--- config.mk ---
export PLATFORM = sky130hd
export DESIGN_NAME = battery_fault_debounce_monitor
export DESIGN_NICKNAME = d
export VERILOG_FILES = /design/src/rtl/bfdm_pkg.sv /design/src/rtl/battery_fault_debounce_monitor.sv
export SDC_FILE = /design/constraint.sdc
export NUM_CORES = 1
export LEC_CHECK = 0
export BUFFER_PORTS_ARGS = -buffer_cell sky130_fd_sc_hd__buf_2
export CORE_MARGIN = 1.5
export CORE_UTILIZATION = 25
export DETAILED_ROUTE_END_ITERATION = 10
export GPL_ROUTABILITY_DRIVEN = 0
export SLEW_MARGIN = 20
export SYNTH_ARGS = -nofsm -noshare
export SYNTH_HDL_FRONTEND = slang
export SYNTH_SLANG_ARGS = --single-unit
--- constraint.sdc ---
create_clock -name clk_i -period 8.29 [get_ports clk_i]
set_clock_uncertainty 0.2 [all_clocks]
set_input_delay 0 -clock clk_i [delete_from_list [all_inputs] [get_ports clk_i]]
set_output_delay 0 -clock clk_i [all_outputs]
set_load 0.01 [all_outputs]
--- src/rtl/bfdm_pkg.sv ---
`default_nettype none

package bfdm_pkg;

  localparam int unsigned NumChan    = 4;
  localparam int unsigned CfgIdxW    = 3;
  localparam int unsigned CfgDataW   = 16;
  localparam int unsigned CounterWDef = 8;

  // fault word bit positions
  localparam int unsigned FaultOv   = 0;
  localparam int unsigned FaultUv   = 1;
  localparam int unsigned FaultOt   = 2;
  localparam int unsigned FaultOc   = 3;
  localparam int unsigned FaultLink = 4;

  // configuration register indexes
  localparam logic [CfgIdxW-1:0] RegOvLimit   = 3'd0;
  localparam logic [CfgIdxW-1:0] RegUvLimit   = 3'd1;
  localparam logic [CfgIdxW-1:0] RegOtLimit   = 3'd2;
  localparam logic [CfgIdxW-1:0] RegOcLimit   = 3'd3;
  localparam logic [CfgIdxW-1:0] RegDebounce  = 3'd4;
  localparam logic [CfgIdxW-1:0] RegWarnTemp  = 3'd5;

  // reset values
  localparam logic        [15:0] OvLimitRst  = 16'd600;
  localparam logic        [15:0] UvLimitRst  = 16'd400;
  localparam logic signed [7:0]  OtLimitRst  = 8'sd60;
  localparam logic        [14:0] OcLimitRst  = 15'd500;
  localparam logic        [7:0]  DebounceRst = 8'd3;
  localparam logic signed [7:0]  WarnTempRst = 8'sd55;

  typedef enum logic [1:0] {
    StNormal  = 2'd0,
    StWarning = 2'd1,
    StFault   = 2'd2,
    StSleep   = 2'd3
  } pack_state_e;

  typedef struct packed {
    logic        [15:0] pack_voltage;
    logic signed [15:0] pack_current;
    logic signed [7:0]  pack_temp;
    logic               link_timeout;
  } bfdm_in_t;

  typedef struct packed {
    logic [4:0]  fault_word;
    pack_state_e pack_state;
  } bfdm_out_t;

endpackage

`default_nettype wire

--- src/rtl/battery_fault_debounce_monitor.sv ---
// Battery fault monitor with integrating debounce.
// Input channel: in_valid_i / in_stall_o carry one sample word (voltage,
// current, temperature, link timeout). Output channel: out_valid_o /
// out_stall_i carry one result word (five-bit fault word, pack state)
// for every sample, in order.
// An accepted sample is held in the input register and moves into the output
// register once the output is free; the receiver takes it from there.
// Throughput is one sample per cycle while the receiver does not stall: the four
// counter updates are a single compare-and-step between the input register
// and the output register.
// Configuration: cfg_we_i, cfg_idx_i, cfg_wdata_i write one register per
// cycle; write only while no sample is in flight. Unknown indexes are
// dropped; data above a register's width is discarded.
// Reset clears the valid bits of both pipeline registers, all counters and
// fault bits, and loads the default limits.
// When the receiver stalls, the result word holds; the input register
// keeps its sample and in_stall_o rises once it cannot move forward.
`default_nettype none

module battery_fault_debounce_monitor
  import bfdm_pkg::*;
#(
  parameter int unsigned COUNTER_WIDTH = CounterWDef
) (
  input  wire logic                clk_i,
  input  wire logic                rst_ni,
  input  wire logic                in_valid_i,
  output logic                     in_stall_o,
  input  wire bfdm_in_t            in_word_i,
  output logic                     out_valid_o,
  input  wire logic                out_stall_i,
  output bfdm_out_t                out_word_o,
  input  wire logic                cfg_we_i,
  input  wire logic [CfgIdxW-1:0]  cfg_idx_i,
  input  wire logic [CfgDataW-1:0] cfg_wdata_i
);

  localparam int unsigned CmpW = (COUNTER_WIDTH > 8) ? COUNTER_WIDTH : 8;
  localparam logic [CmpW-1:0] CntMax = CmpW'((1 << COUNTER_WIDTH) - 1);

  // configuration registers
  logic        [15:0] ov_limit_q;
  logic        [15:0] uv_limit_q;
  logic signed [7:0]  ot_limit_q;
  logic        [14:0] oc_limit_q;
  logic        [7:0]  debounce_q;
  logic signed [7:0]  warn_temp_q;

  always_ff @(posedge clk_i or negedge rst_ni) begin
    if (!rst_ni) begin
      ov_limit_q  <= OvLimitRst;
      uv_limit_q  <= UvLimitRst;
      ot_limit_q  <= OtLimitRst;
      oc_limit_q  <= OcLimitRst;
      debounce_q  <= DebounceRst;
      warn_temp_q <= WarnTempRst;
    end else if (cfg_we_i) begin
      unique case (cfg_idx_i)
        RegOvLimit:  ov_limit_q  <= cfg_wdata_i;
        RegUvLimit:  uv_limit_q  <= cfg_wdata_i;
        RegOtLimit:  ot_limit_q  <= $signed(cfg_wdata_i[7:0]);
        RegOcLimit:  oc_limit_q  <= cfg_wdata_i[14:0];
        RegDebounce: debounce_q  <= cfg_wdata_i[7:0];
        RegWarnTemp: warn_temp_q <= $signed(cfg_wdata_i[7:0]);
        default: ;
      endcase
    end
  end

  // pipeline control
  logic     s1_valid_q;
  bfdm_in_t s1_word_q;
  logic     out_valid_q;
  logic     s1_move;

  assign s1_move    = s1_valid_q && (!out_valid_q || !out_stall_i);
  assign in_stall_o = s1_valid_q && !s1_move;

  always_ff @(posedge clk_i or negedge rst_ni) begin
    if (!rst_ni) begin
      s1_valid_q  <= 1'b0;
      out_valid_q <= 1'b0;
    end else begin
      if (in_valid_i && !in_stall_o) begin
        s1_valid_q <= 1'b1;
      end else if (s1_move) begin
        s1_valid_q <= 1'b0;
      end
      if (s1_move) begin
        out_valid_q <= 1'b1;
      end else if (!out_stall_i) begin
        out_valid_q <= 1'b0;
      end
    end
  end

  always_ff @(posedge clk_i) begin
    if (in_valid_i && !in_stall_o) begin
      s1_word_q <= in_word_i;
    end
  end

  // debounce limit, clipped to what the counter can hold
  logic [CmpW-1:0]          dc_ext;
  logic [CmpW-1:0]          lim_ext;
  logic [COUNTER_WIDTH-1:0] limit;

  assign dc_ext  = CmpW'(debounce_q);
  assign lim_ext = (dc_ext > CntMax) ? CntMax : dc_ext;
  assign limit   = lim_ext[COUNTER_WIDTH-1:0];

  // channel conditions
  logic [NumChan-1:0] cond;
  logic signed [16:0] cur_ext;
  logic signed [16:0] oc_ext;

  assign cur_ext = 17'(s1_word_q.pack_current);
  assign oc_ext  = $signed({2'b00, oc_limit_q});

  always_comb begin
    cond[FaultOv] = s1_word_q.pack_voltage > ov_limit_q;
    cond[FaultUv] = s1_word_q.pack_voltage < uv_limit_q;
    cond[FaultOt] = s1_word_q.pack_temp > ot_limit_q;
    cond[FaultOc] = (cur_ext > oc_ext) || (cur_ext < -oc_ext);
  end

  // counters and fault bits
  logic [COUNTER_WIDTH-1:0] cnt_q [NumChan];
  logic [COUNTER_WIDTH-1:0] cnt_d [NumChan];
  logic [NumChan-1:0]       fault_q;
  logic [NumChan-1:0]       fault_d;

  always_comb begin
    for (int i = 0; i < NumChan; i++) begin
      cnt_d[i]   = cnt_q[i];
      fault_d[i] = fault_q[i];
      if (cond[i]) begin
        if (cnt_q[i] < limit) begin
          cnt_d[i] = cnt_q[i] + 1'b1;
        end
        if (cnt_d[i] >= limit) begin
          fault_d[i] = 1'b1;
        end
      end else begin
        if (cnt_q[i] != '0) begin
          cnt_d[i] = cnt_q[i] - 1'b1;
        end
        if (cnt_d[i] == '0) begin
          fault_d[i] = 1'b0;
        end
      end
    end
  end

  always_ff @(posedge clk_i or negedge rst_ni) begin
    if (!rst_ni) begin
      for (int i = 0; i < NumChan; i++) begin
        cnt_q[i] <= '0;
      end
      fault_q <= '0;
    end else if (s1_move) begin
      for (int i = 0; i < NumChan; i++) begin
        cnt_q[i] <= cnt_d[i];
      end
      fault_q <= fault_d;
    end
  end

  // result word
  pack_state_e state_d;
  bfdm_out_t   out_word_q;

  always_comb begin
    if (s1_word_q.link_timeout) begin
      state_d = StSleep;
    end else if (fault_d != '0) begin
      state_d = StFault;
    end else if (s1_word_q.pack_temp > warn_temp_q) begin
      state_d = StWarning;
    end else begin
      state_d = StNormal;
    end
  end

  always_ff @(posedge clk_i) begin
    if (s1_move) begin
      out_word_q.fault_word <= {s1_word_q.link_timeout, fault_d};
      out_word_q.pack_state <= state_d;
    end
  end

  assign out_valid_o = out_valid_q;
  assign out_word_o  = out_word_q;

endmodule

`default_nettype wire

==> metrics.cfg <==
[status]
status = completed

[placed_design]
place_area_um2 = 12000
numPortBuffers = 73
placedCellCount = 1768
hpwl_um = 19900

[logic_synthesis]
async_flop_share = 0.694
ys_warn_count = 0
ys_seq_elements = 157
synth-edff-count = 48
synthFlopType = dfrtp_1
ys_types = 78
ys_seq_area_frac = 0.381
avgSynthCellArea_um2 = 9.57
synth_area_um2 = 11000
syn_inst = 1151
syn_nets = 1367

[finish]
drive_gt1_frac = 0.144
diodes = 0
nets = 1485
fill_cells = 4435
synthToLayoutAreaGrowth_pct = 20.4
final_cell_mix = 151 x ha_1, 101 x nand2_1, 90 x inv_1
multi_input_comb_area_um2 = 6290
final_cell_area_um2 = 13300
final_common_cell = ha_1
finalNonFillerCells = 1867
regArea_um2 = 4200

[drt]
wl_met3_um = 687
met2_length_um = 13800
wl_per_cell_um = 14.9
dr_total_vias = 8989
drc_errors = 0
dr.pass1.iters = 5
drt-initial-drc-count = 705
drt-met1-wl_um = 12900
dr.max_layer_used = met4
drt-total-wl_um = 27800
ant_nets = 0
avgViaCountPerCell = 4.81

[floorplanning]
die_y_um = 213
dieArea_um2 = 45300
fp.dieW_um = 213
core_um2 = 43300
initial_core_util = 0.255
ios = 74
row_count = 76

[cts]
clk_pin_slew_ns = 0.07
clock_latency_ns = 0.44
h-tree-depth = 4
cts_buffer_depth = 2
cts_buffers = 17
cts.sinks = 157
root_buffer = clkbuf_16
tritoncts = yes

[flow_run]
maxCapViolations = 0

[setup_path]
crit_path_max_fanout = 10
cp-end-kind = register
cpPeakStageDelay_ns = 0.55
slowest_stage = a21oi_1
critPathKind = register to register
startpoint_type = register
worstPathArrival_ns = 4.53
crit_chain = inv_1, ha_1, a211o_1, a21oi_1, o21ai_1, a21oi_1, and2_1, nand3_1, xnor2_1, ha_1, a2111oi_0, o21ai_0, o211ai_1, nand3_1, or3_1
required_ns = 8.28

[pwr]
p_leak_uw = 0.00559
switching_share = 0.411
p_comb_frac = 0.441
p_seq_frac = 0.341
power.share.clock = 0.218
switchingPower_uw = 1530
irDropWorstVdd_mv = 0.207
powerDensity_nw_per_um2 = 280
p_int_uw = 2180

[timing]
period_needed_ns = 4.54
hold_violations = 0
rsz0062_at_grt = false
post-route-period-util = 0.547
hold-worst-slack_ns = 0.0673
fmax_mhz = 220
slew_headroom = 0.326
worstMarginPinSlew_ns = 0.998
setup_viol = 0
finalSetupTns_ns = 0
report.final.slew_viol_count = 0

[global_route]
gr-total-overflow = 0
grt_pass1_vias = 8640
grt_max_degree = 68
grt_use_total = 0.127
grt_pass1_wl_um = 45900
antenna_found_initial = 0

[hold_path]
min_path_type = primary input to register

==> power by group through the flow <==
stage               Combinational, uW  Sequential (uW)  Clock, uW
finish                           1640             1270        808
global route                     1880             1300        860
CTS                              1640             1260        831
detailed placement               1610             1270          0
global placement                 1540             1270          0
floorplan                        1370             1110          0
==> registers in the layout (all words and copies together), names as in the netlist <==
name         cells
out_word_o       7
s1_valid_q       1
oc_limit_q      15
s1_word_q       25
cnt_q           32
out_valid_o      1
uv_limit_q      16
cur_ext         16
dc_ext           8
ot_limit_q       8
warn_temp_q      8
fault_q          4
ov_limit_q      16
==> critical path, delay by kind of cell, from the launching register on <==
| kind | cells | cell delay [ns] |
|---|---|---|
| flip-flops | 1 | 0.36 |
| AO/OA/AOI/OAI | 7 | 1.87 |
| AND/OR/NAND/NOR | 4 | 0.89 |
| buffers and inverters | 1 | 0.27 |
| adder cells (fa/ha/maj) | 2 | 0.52 |
| XOR/XNOR | 1 | 0.17 |
==> per-stage QoR <==
| stage | setup WS, ns | total power (uW) | util |
|---|---|---|---|
| final | 3.75 | 3710 | 0.307 |
| after global routing | 3.27 | 4040 | 0.307 |
| after CTS | 3.71 | 3730 | 0.307 |
| after detailed placement | 3.72 | 2880 | 0.277 |
| after floorplan | 4.13 | 2480 | - |
| after global placement | 3.87 | 2820 | 0.277 |
==> cell families after synthesis <==
logic type / after synthesis / synth area share
AND/OR/NAND/NOR: 336 / 0.159
AO/OA/AOI/OAI: 289 / 0.169
flip-flops: 157 / 0.381
adder cells (fa/ha/maj): 151 / 0.171
buffers and inverters: 140 / 0.0516
XOR/XNOR: 47 / 0.0374
multiplexers: 31 / 0.0313
==> layer usage <==
| metal | up-vias | GRT usage |
|---|---|---|
| li1 | 4465 | - |
| met2 | 155 | 0.217 |
| met3 | 21 | 0.0200 |
| met1 | 4348 | 0.165 |
| met5 | - | 0 |
| met4 | 0 | 0.0379 |
==> synth_stat cells (4+ instances only) <==
cell | n | share of area
ha_1 | 151 | 0.17
nand2_1 | 101 | 0.034
inv_1 | 90 | 0.031
dfrtp_1 | 85 | 0.19
o21ai_0 | 77 | 0.035
a21oi_1 | 60 | 0.027
edfxtp_1 | 48 | 0.13
nor2_1 | 43 | 0.015
nand3_1 | 39 | 0.018
clkbuf_1 | 37 | 0.013
xnor2_1 | 36 | 0.029
nor3_1 | 29 | 0.013
mux2_2 | 28 | 0.029
dfstp_2 | 24 | 0.057
nand4_1 | 24 | 0.014
a21o_1 | 20 | 0.014
o21ai_1 | 19 | 0.0086
nor4_1 | 18 | 0.010
nand2b_1 | 17 | 0.0097
o31ai_1 | 13 | 0.0089
or3_1 | 13 | 0.0074
a211oi_1 | 11 | 0.0075
o21a_1 | 11 | 0.0075
xor2_1 | 11 | 0.0087
a31oi_1 | 9 | 0.0051
and2_1 | 9 | 0.0051
o211ai_1 | 9 | 0.0061
nor2b_1 | 8 | 0.0045
a22oi_1 | 7 | 0.0048
o22ai_1 | 6 | 0.0034
a211o_1 | 5 | 0.0040
buf_1 | 5 | 0.0017
buf_6 | 5 | 0.0051
a2111oi_0 | 4 | 0.0032
a221o_1 | 4 | 0.0036
and3_1 | 4 | 0.0023
and4_1 | 4 | 0.0032
or4_1 | 4 | 0.0027
==> cell type report <==
| type | count | share of cell area |
|---|---|---|
| Tap cell | 585 | 0.0552 |
| Timing Repair Buffer | 148 | 0.0841 |
| Multi-Input combinational cell | 854 | 0.474 |
| Inverter | 91 | 0.0257 |
| Sequential cell | 157 | 0.317 |
| Clock inverter | 14 | 0.0119 |
| Clock buffer | 18 | 0.0324 |
==> final timing paths <==
check                              start              to  slack [ns]  cells after the start
setup / recovery               dc_ext[4]   out_word_o[1]        3.75                     15
hold / removal             in_word_i[20]     cur_ext[11]        0.07                      2
setup reg to reg               dc_ext[4]   out_word_o[1]        3.75                     15
hold reg to reg               fault_q[2]      fault_q[2]        0.30                      2
max in group asynchronous         rst_ni  oc_limit_q[11]        6.60                      4
min in group asynchronous         rst_ni     out_valid_o        0.49                      4
==> timing repair <==
action	4_1_cts	5_1_grt
hold endpoints to repair	156	0
hold buffers	67	0
buffers inserted	0	0
resized for setup	0	0
No activity file was read; power rests on OpenSTA's default activity.
